===== config.mk =====
export PLATFORM = sky130hd
export DESIGN_NAME = servo_bus_position_read_top
export DESIGN_NICKNAME = d
export VERILOG_FILES = /design/src/rtl/sbpr_pkg.sv /design/src/rtl/sbpr_parser.sv /design/src/rtl/sbpr_tx.sv /design/src/rtl/servo_bus_position_read_top.sv
export SDC_FILE = /design/constraint.sdc
export NUM_CORES = 1
export LEC_CHECK = 0
export ABC_AREA = 1
export BUFFER_PORTS_ARGS = -buffer_cell sky130_fd_sc_hd__clkbuf_2
export CAP_MARGIN = 20
export CORE_MARGIN = 2
export CORE_UTILIZATION = 35
export DETAILED_ROUTE_END_ITERATION = 8
export PLACE_DENSITY_LB_ADDON = 0.2
export SKIP_CTS_REPAIR_TIMING = 1
export SYNTH_ARGS = -nofsm -noshare
export SYNTH_HDL_FRONTEND = slang
export SYNTH_HIERARCHICAL = 1
export SYNTH_SLANG_ARGS = --single-unit

===== constraint.sdc =====
create_clock -name clk -period 6 [get_ports clk]
set_clock_uncertainty 0.05 [all_clocks]
set_input_delay 0.6 -clock clk [delete_from_list [all_inputs] [get_ports clk]]
set_output_delay 0.6 -clock clk [all_outputs]
set_load 0.02 [all_outputs]

===== src/rtl/sbpr_pkg.sv =====
// ----------------------------------------------------------------------------
// sbpr_pkg
// Types and constants shared by the servo bus position read block.
// ----------------------------------------------------------------------------
package sbpr_pkg;

  localparam logic [7:0]  MARK_BYTE     = 8'hFF;
  localparam logic [7:0]  POS_ADDR      = 8'h38;
  localparam logic [7:0]  READ_LEN      = 8'h04;
  localparam logic [7:0]  READ_INSTR    = 8'h02;
  localparam logic [7:0]  READ_COUNT    = 8'h02;
  localparam logic [15:0] TIMEOUT_RESET = 16'd100;

  typedef enum logic [1:0] {
    OP_START = 2'd0,
    OP_BYTE  = 2'd1,
    OP_TICK  = 2'd2
  } op_t;

  typedef enum logic [1:0] {
    RK_SEND = 2'd0,
    RK_DONE = 2'd1,
    RK_FAIL = 2'd2
  } result_kind_t;

  typedef enum logic [2:0] {
    FAIL_NONE    = 3'd0,
    FAIL_MARKERS = 3'd1,
    FAIL_ID      = 3'd2,
    FAIL_LENGTH  = 3'd3,
    FAIL_SERVO   = 3'd4,
    FAIL_TIMEOUT = 3'd5
  } fail_code_t;

  typedef enum logic [2:0] {
    PH_IDLE    = 3'b001,
    PH_HEADER  = 3'b010,
    PH_PAYLOAD = 3'b100
  } phase_t;

  typedef struct packed {
    logic [1:0] operation;
    logic [7:0] target_servo;
    logic [7:0] line_byte;
  } in_item_t;

  typedef struct packed {
    logic [1:0]  result_kind;
    logic [7:0]  send_byte;
    logic        final_byte;
    logic [15:0] position_value;
    logic [2:0]  fail_code;
    logic [7:0]  servo_error_bits;
  } out_item_t;

  // Event handed from the parser to the transmit/output stage.
  typedef struct packed {
    logic      load;
    logic      pkt;
    logic [7:0] id;
    out_item_t item;
  } evt_t;

endpackage


===== src/rtl/sbpr_parser.sv =====
// ----------------------------------------------------------------------------
// sbpr_parser
// Input register, timeout register and response parser state machine.
// ----------------------------------------------------------------------------
module sbpr_parser (
  input  logic              clk,
  input  logic              rst_n,
  input  logic              in_valid,
  output logic              in_ready,
  input  sbpr_pkg::in_item_t in_item,
  input  logic              cfg_valid,
  output logic              cfg_ready,
  input  logic [15:0]       cfg_data,
  output sbpr_pkg::evt_t    evt,
  input  logic              evt_ready
);

  logic                 in_vld_r;
  sbpr_pkg::in_item_t   in_r;
  logic [15:0]          timeout_r;

  sbpr_pkg::phase_t     phase_r, phase_nxt;
  logic [1:0]           hdr_cnt_r, hdr_cnt_nxt;
  sbpr_pkg::fail_code_t fault_r, fault_nxt;
  logic [7:0]           exp_id_r, exp_id_nxt;
  logic [7:0]           len_r, len_nxt;
  logic [7:0]           cnt_r, cnt_nxt;
  logic [7:0]           status_r, status_nxt;
  logic [7:0]           pos_lo_r, pos_lo_nxt;
  logic [7:0]           pos_hi_r, pos_hi_nxt;
  logic [15:0]          elapsed_r, elapsed_nxt;

  sbpr_pkg::fail_code_t hdr_fail;
  sbpr_pkg::fail_code_t fault_eff;
  logic [16:0]          tick_sum;
  logic                 advance;

  assign cfg_ready = 1'b1;
  assign advance   = in_vld_r && (!evt.load || evt_ready);
  assign in_ready  = !in_vld_r || advance;
  assign tick_sum  = {1'b0, elapsed_r} + 17'd1;

  always_comb begin
    hdr_fail = sbpr_pkg::FAIL_NONE;
    if (hdr_cnt_r <= 2'd1) begin
      if (in_r.line_byte != sbpr_pkg::MARK_BYTE) hdr_fail = sbpr_pkg::FAIL_MARKERS;
    end else if (hdr_cnt_r == 2'd2) begin
      if (in_r.line_byte != exp_id_r) hdr_fail = sbpr_pkg::FAIL_ID;
    end else begin
      if (in_r.line_byte < sbpr_pkg::READ_LEN) hdr_fail = sbpr_pkg::FAIL_LENGTH;
    end
    fault_eff = (fault_r == sbpr_pkg::FAIL_NONE) ? hdr_fail : fault_r;
  end

  always_comb begin
    phase_nxt   = phase_r;
    hdr_cnt_nxt = hdr_cnt_r;
    fault_nxt   = fault_r;
    exp_id_nxt  = exp_id_r;
    len_nxt     = len_r;
    cnt_nxt     = cnt_r;
    status_nxt  = status_r;
    pos_lo_nxt  = pos_lo_r;
    pos_hi_nxt  = pos_hi_r;
    elapsed_nxt = elapsed_r;
    evt         = '0;
    if (in_vld_r) begin
      case (in_r.operation)
        sbpr_pkg::OP_START: begin
          phase_nxt   = sbpr_pkg::PH_HEADER;
          hdr_cnt_nxt = 2'd0;
          fault_nxt   = sbpr_pkg::FAIL_NONE;
          exp_id_nxt  = in_r.target_servo;
          len_nxt     = 8'd0;
          cnt_nxt     = 8'd0;
          status_nxt  = 8'd0;
          pos_lo_nxt  = 8'd0;
          pos_hi_nxt  = 8'd0;
          elapsed_nxt = 16'd0;
          evt.load    = 1'b1;
          evt.pkt     = 1'b1;
          evt.id      = in_r.target_servo;
        end
        sbpr_pkg::OP_BYTE: begin
          unique case (phase_r)
            sbpr_pkg::PH_HEADER: begin
              fault_nxt = fault_eff;
              if (hdr_cnt_r != 2'd3) begin
                hdr_cnt_nxt = hdr_cnt_r + 2'd1;
              end else begin
                hdr_cnt_nxt = 2'd0;
                if (fault_eff != sbpr_pkg::FAIL_NONE) begin
                  phase_nxt               = sbpr_pkg::PH_IDLE;
                  evt.load                = 1'b1;
                  evt.item.result_kind    = sbpr_pkg::RK_FAIL;
                  evt.item.fail_code      = fault_eff;
                end else begin
                  len_nxt     = in_r.line_byte;
                  cnt_nxt     = 8'd0;
                  elapsed_nxt = 16'd0;
                  phase_nxt   = sbpr_pkg::PH_PAYLOAD;
                end
              end
            end
            sbpr_pkg::PH_PAYLOAD: begin
              if (cnt_r == 8'd0) begin
                status_nxt = in_r.line_byte;
              end else if (cnt_r == 8'd1) begin
                pos_lo_nxt = in_r.line_byte;
              end else if (cnt_r == 8'd2) begin
                pos_hi_nxt = in_r.line_byte;
              end
              cnt_nxt = cnt_r + 8'd1;
              if (cnt_nxt == len_r) begin
                phase_nxt = sbpr_pkg::PH_IDLE;
                evt.load  = 1'b1;
                if (status_nxt != 8'd0) begin
                  evt.item.result_kind      = sbpr_pkg::RK_FAIL;
                  evt.item.fail_code        = sbpr_pkg::FAIL_SERVO;
                  evt.item.servo_error_bits = status_nxt;
                end else begin
                  evt.item.result_kind    = sbpr_pkg::RK_DONE;
                  evt.item.position_value = {pos_hi_nxt, pos_lo_nxt};
                end
              end
            end
            sbpr_pkg::PH_IDLE: begin
            end
            default: begin
            end
          endcase
        end
        sbpr_pkg::OP_TICK: begin
          if (phase_r != sbpr_pkg::PH_IDLE) begin
            elapsed_nxt = tick_sum[15:0];
            if (tick_sum > {1'b0, timeout_r}) begin
              phase_nxt            = sbpr_pkg::PH_IDLE;
              evt.load             = 1'b1;
              evt.item.result_kind = sbpr_pkg::RK_FAIL;
              evt.item.fail_code   = sbpr_pkg::FAIL_TIMEOUT;
            end
          end
        end
        default: begin
        end
      endcase
    end
  end

  always_ff @(posedge clk) begin
    if (!rst_n) begin
      in_vld_r  <= 1'b0;
      timeout_r <= sbpr_pkg::TIMEOUT_RESET;
      phase_r   <= sbpr_pkg::PH_IDLE;
      hdr_cnt_r <= 2'd0;
      fault_r   <= sbpr_pkg::FAIL_NONE;
      exp_id_r  <= 8'd0;
      len_r     <= 8'd0;
      cnt_r     <= 8'd0;
      status_r  <= 8'd0;
      pos_lo_r  <= 8'd0;
      pos_hi_r  <= 8'd0;
      elapsed_r <= 16'd0;
    end else begin
      if (cfg_valid && cfg_ready) begin
        timeout_r <= cfg_data;
      end
      if (in_ready) begin
        in_vld_r <= in_valid;
      end
      if (advance) begin
        phase_r   <= phase_nxt;
        hdr_cnt_r <= hdr_cnt_nxt;
        fault_r   <= fault_nxt;
        exp_id_r  <= exp_id_nxt;
        len_r     <= len_nxt;
        cnt_r     <= cnt_nxt;
        status_r  <= status_nxt;
        pos_lo_r  <= pos_lo_nxt;
        pos_hi_r  <= pos_hi_nxt;
        elapsed_r <= elapsed_nxt;
      end
    end
  end

  always_ff @(posedge clk) begin
    if (in_ready && in_valid) begin
      in_r <= in_item;
    end
  end

endmodule


===== src/rtl/sbpr_tx.sv =====
// ----------------------------------------------------------------------------
// sbpr_tx
// Result register and command packet sequencer driving the result channel.
// ----------------------------------------------------------------------------
module sbpr_tx (
  input  logic                clk,
  input  logic                rst_n,
  input  sbpr_pkg::evt_t      evt,
  output logic                evt_ready,
  output logic                out_valid,
  input  logic                out_ready,
  output sbpr_pkg::out_item_t out_item
);

  logic                busy_r;
  logic                pkt_r;
  logic [2:0]          idx_r;
  logic [7:0]          id_r;
  sbpr_pkg::out_item_t item_r;
  logic                last_beat;
  logic [7:0]          pkt_byte;

  assign last_beat = !pkt_r || (idx_r == 3'd7);
  assign evt_ready = !busy_r || (out_ready && last_beat);
  assign out_valid = busy_r;

  always_comb begin
    case (idx_r)
      3'd0, 3'd1: pkt_byte = sbpr_pkg::MARK_BYTE;
      3'd2:       pkt_byte = id_r;
      3'd3:       pkt_byte = sbpr_pkg::READ_LEN;
      3'd4:       pkt_byte = sbpr_pkg::READ_INSTR;
      3'd5:       pkt_byte = sbpr_pkg::POS_ADDR;
      3'd6:       pkt_byte = sbpr_pkg::READ_COUNT;
      default:    pkt_byte = ~(id_r + sbpr_pkg::READ_LEN + sbpr_pkg::READ_INSTR
                               + sbpr_pkg::POS_ADDR + sbpr_pkg::READ_COUNT);
    endcase
  end

  always_comb begin
    out_item = item_r;
    if (pkt_r) begin
      out_item             = '0;
      out_item.result_kind = sbpr_pkg::RK_SEND;
      out_item.send_byte   = pkt_byte;
      out_item.final_byte  = (idx_r == 3'd7);
    end
  end

  always_ff @(posedge clk) begin
    if (!rst_n) begin
      busy_r <= 1'b0;
      pkt_r  <= 1'b0;
      idx_r  <= 3'd0;
    end else if (evt.load && evt_ready) begin
      busy_r <= 1'b1;
      pkt_r  <= evt.pkt;
      idx_r  <= 3'd0;
    end else if (busy_r && out_ready) begin
      if (last_beat) begin
        busy_r <= 1'b0;
      end else begin
        idx_r <= idx_r + 3'd1;
      end
    end
  end

  always_ff @(posedge clk) begin
    if (evt.load && evt_ready) begin
      id_r   <= evt.id;
      item_r <= evt.item;
    end
  end

endmodule


===== src/rtl/servo_bus_position_read_top.sv =====
// ----------------------------------------------------------------------------
// servo_bus_position_read_top
// Master side of a half-duplex servo bus read of the position register.
// ----------------------------------------------------------------------------
// Each accepted item passes an input register and the parser, and its result
// goes to the result register, so byte and tick items are taken one per cycle
// unless a result is held up. A read request produces eight command bytes
// from the packet sequencer, one per cycle while out_ready is high; the input
// register holds the next item that has a result until the last of them has
// been transferred, while items without a result keep flowing.
module servo_bus_position_read_top (
  input  logic                clk,
  input  logic                rst_n,
  input  logic                in_valid,
  output logic                in_ready,
  input  sbpr_pkg::in_item_t  in_item,
  output logic                out_valid,
  input  logic                out_ready,
  output sbpr_pkg::out_item_t out_item,
  input  logic                cfg_valid,
  output logic                cfg_ready,
  input  logic [15:0]         cfg_data
);

  sbpr_pkg::evt_t evt;
  logic           evt_ready;

  sbpr_parser u_parser (
    .clk       (clk),
    .rst_n     (rst_n),
    .in_valid  (in_valid),
    .in_ready  (in_ready),
    .in_item   (in_item),
    .cfg_valid (cfg_valid),
    .cfg_ready (cfg_ready),
    .cfg_data  (cfg_data),
    .evt       (evt),
    .evt_ready (evt_ready)
  );

  sbpr_tx u_tx (
    .clk       (clk),
    .rst_n     (rst_n),
    .evt       (evt),
    .evt_ready (evt_ready),
    .out_valid (out_valid),
    .out_ready (out_ready),
    .out_item  (out_item)
  );

endmodule


==> impl_metrics.tcl <==
set metrics [dict create \
    outcome "finished, final reports clean" \
    vdd_ir_drop_max_mv 0.1277 \
    num_vias 7795 \
    fmax_mhz 200.3 \
    drt-total-wl_um 21740 \
    powerDensity_mw_per_mm2 256.5 \
    nFillCells 2686 \
    grt_pass1_wl_um 35760 \
    gp_congestion 0.8990 \
    p_leak_nw 4.732 \
    worst_pin_slew_ps 836.6 \
    grt-ovfl-total 0 \
    start_util_pct 35.78 \
    coreArea_mm2 0.02533 \
    wl_met1_um 10650 \
    rsz0062_at_grt "no" \
    hpwl_um 15700 \
    clock_path_buffers 2 \
    synth-seq-cells 158 \
    path_max_fanout 22 \
    crit_arrival_ps 4340 \
    grt_usage_pct 16.59 \
    yosys.area.top_type "edfxtp_1" \
    yosysWarnings 6 \
    final_common_cell "nand2_1" \
    cts.sinks 158 \
    max_cap_violations 0 \
    endpoint "in_ready" \
    cts_buffers 17 \
    area_growth_syn_to_layout_pct 13.10 \
    firstDrtPassIters 5 \
    layout-drive-gt1-share_pct 11.55 \
    synthesis.area_mm2 0.009061 \
    hold_path_depth 1 \
    maxUsedRoutingLayer "met4" \
    fin_crit_sh_pct 83.23 \
    dr_wl_met3_um 760 \
    antenna_found_initial 0 \
    cts_tree "built" \
    finalSetupViolCount 0 \
    rows 58 \
    syn_area_per_cell_um2 7.146 \
    max-slew-margin-rel_pct 43.88 \
    die_x_um 164.9 \
    wl_per_cell_um 13.00 \
    final_area_mm2 0.01025 \
    drv_slew 0 \
    vias_per_cell 4.662 \
    crit_start "u_parser/elapsed_r[0]" \
    post-route-min-period_ps 4994 \
    hold_class "in -> reg" \
    final_nets 1402 \
    ys_types 43 \
    cts.reportedPaths.clkPinSlew_ps 70 \
    ioPinCount 80 \
    place_area_mm2 0.009654 \
    die_area_mm2 0.02719 \
    critPathCaptureType "output pin" \
    yosys-top-cells-area "edfxtp_1, dfxtp_1, nand2_1" \
    rrSetupSlack_ps 1380 \
    regToRegStartpoint "u_parser/elapsed_r[0]" \
    setup-tns-final_ps 0 \
    critical_path_class "reg -> out" \
    wl_met2_um 9924 \
    rr_worst_depth 28 \
    drt-initial-drc-count 549 \
    antenna_left 0 \
    cp.required_ps 5350 \
    grt_pass1_vias 7242 \
    synth_seq_area_share_pct 41.98 \
    layout_common_cells "nand2_1, inv_1, nor2_1, dfxtp_1, clkbuf_2" \
    rr_endpoint "u_parser/len_r[3]" \
    syn_inst 1268 \
    h-tree-depth 4 \
    drcViolationCount 0 \
    root_buffer "clkbuf_16" \
    die_h_um 164.9 \
    worstSkewPairLatency_ps 430 \
    diodes 0 \
    port_buffers 78 \
    finalHoldViolCount 0 \
    start_kind "flop" \
    synth_top_area_share_pct 21.21 \
    grt_max_degree 51 \
]
[where the power goes]
part	internal, W	leakage [nW]	switching [W]
Clock	0.000624	0.280	0.000470
Combinational	0.000110	3.08	0.000223
Sequential	0.00116	1.38	0.0000390
[logic make-up after synthesis]
kind of cell    after synthesis  synth area share (%)
compound gates              150                 9.141
xor+xnor                     11                 1.063
other cells                   2               0.08288
flops                       158                 41.98
fa+ha+maj                    34                 4.695
buf+inv                     291                 13.17
simple gates                622                 29.87
[metrics by stage]
stage | instances | utilization [%] | hold slack [ps] | setup WS, ps | total power, W
final | 1672 | 40.47 | 297.2 | 1006 | 0.002629
after global routing | 1672 | 40.47 | 282.3 | 575.8 | 0.002753
after CTS | 1671 | 40.44 | 282.1 | 1019 | 0.002660
after detailed placement | 1639 | 38.12 | 402.2 | 1452 | 0.001558
after global placement | 1639 | 38.12 | 401.2 | 1637 | 0.001556
after floorplan | 1276 | - | 372.0 | 1802 | 0.001464
[per-layer routing]
layer / GRT usage (%) / vias to the layer above
li1: - / 4116
met1: 21.60 / 3509
met2: 27.84 / 143
met3: 2.888 / 27
met4: 5.573 / 0
met5: 0 / -
[synthesized netlist by cell type, drive strengths merged]
cell and instances:
ha 34, or2 4, o32ai 1, o21a 2
dfxtp 94, nand3 48, a21oi 75, o21ai 67
nor2 200, nor3b 1, xnor2 5, a21boi 1
inv 237, nand3b 2, conb 2, xor2 6
nand4 62, edfxtp 64, nand2 278, clkbuf 23
nor3 23, a211oi 1, buf 30, nor4 4
o211ai 3, clkinv 1
[sequential cells by signal, summed over array words and instances (netlist names)]
signal and cells:
u_tx/item_r 38, u_parser/in_r 18, u_parser/elapsed_r 16, u_parser/timeout_r 16, u_parser/cnt_r 8, u_parser/exp_id_r 8, u_parser/len_r 8, u_parser/pos_hi_r 8
u_parser/pos_lo_r 8, u_parser/status_r 8, u_tx/id_r 8, u_parser/fault_r 3, u_parser/phase_r 3, u_tx/idx_r 3, u_parser/hdr_cnt_r 2, u_parser/in_vld_r 1
u_tx/out_valid 1, u_tx/pkt_r 1
[worst max-delay path: stages, from the launching register on]
cell,delay (ps)
dfxtp_1,370
inv_1,90
nor3_1,330
nand2_1,110
nor2_1,100
nand2_1,70
nor2_1,150
nand3_1,140
nor2_1,120
inv_1,70
o21ai_0,150
inv_1,70
or2_2,270
inv_1,60
ha_1,130
nand2_1,70
nor2_1,100
inv_1,40
nor2_1,140
nand2_1,70
nand3_1,120
nand4_2,190
nand2_2,150
nand3_2,460
clkbuf_2,340
[area by class of cell]
| type | instances | area [um2] | area share [%] |
|---|---|---|---|
| Clock inverter | 13 | 153.9 | 1.502 |
| Sequential cell | 158 | 3804 | 37.11 |
| Tap cell | 330 | 412.9 | 4.029 |
| Clock buffer | 19 | 432.9 | 4.224 |
| Multi-Input combinational cell | 827 | 4094 | 39.95 |
| Timing Repair Buffer | 87 | 457.9 | 4.468 |
| Inverter | 238 | 893.4 | 8.717 |
[worst min path at each step]
stage	startpoint	slack, ps	endpoint
floorplan	u_parser/fault_r[2]	370	u_parser/fault_r[2]
finish	in_item[15]	300	u_parser/in_r[15]
CTS	in_item[15]	280	u_parser/in_r[15]
global placement	u_parser/exp_id_r[2]	400	u_parser/exp_id_r[2]
global route	in_item[3]	280	u_parser/in_r[3]
detailed placement	u_parser/exp_id_r[4]	400	u_parser/exp_id_r[4]
Power figures use the tool's default switching activity.
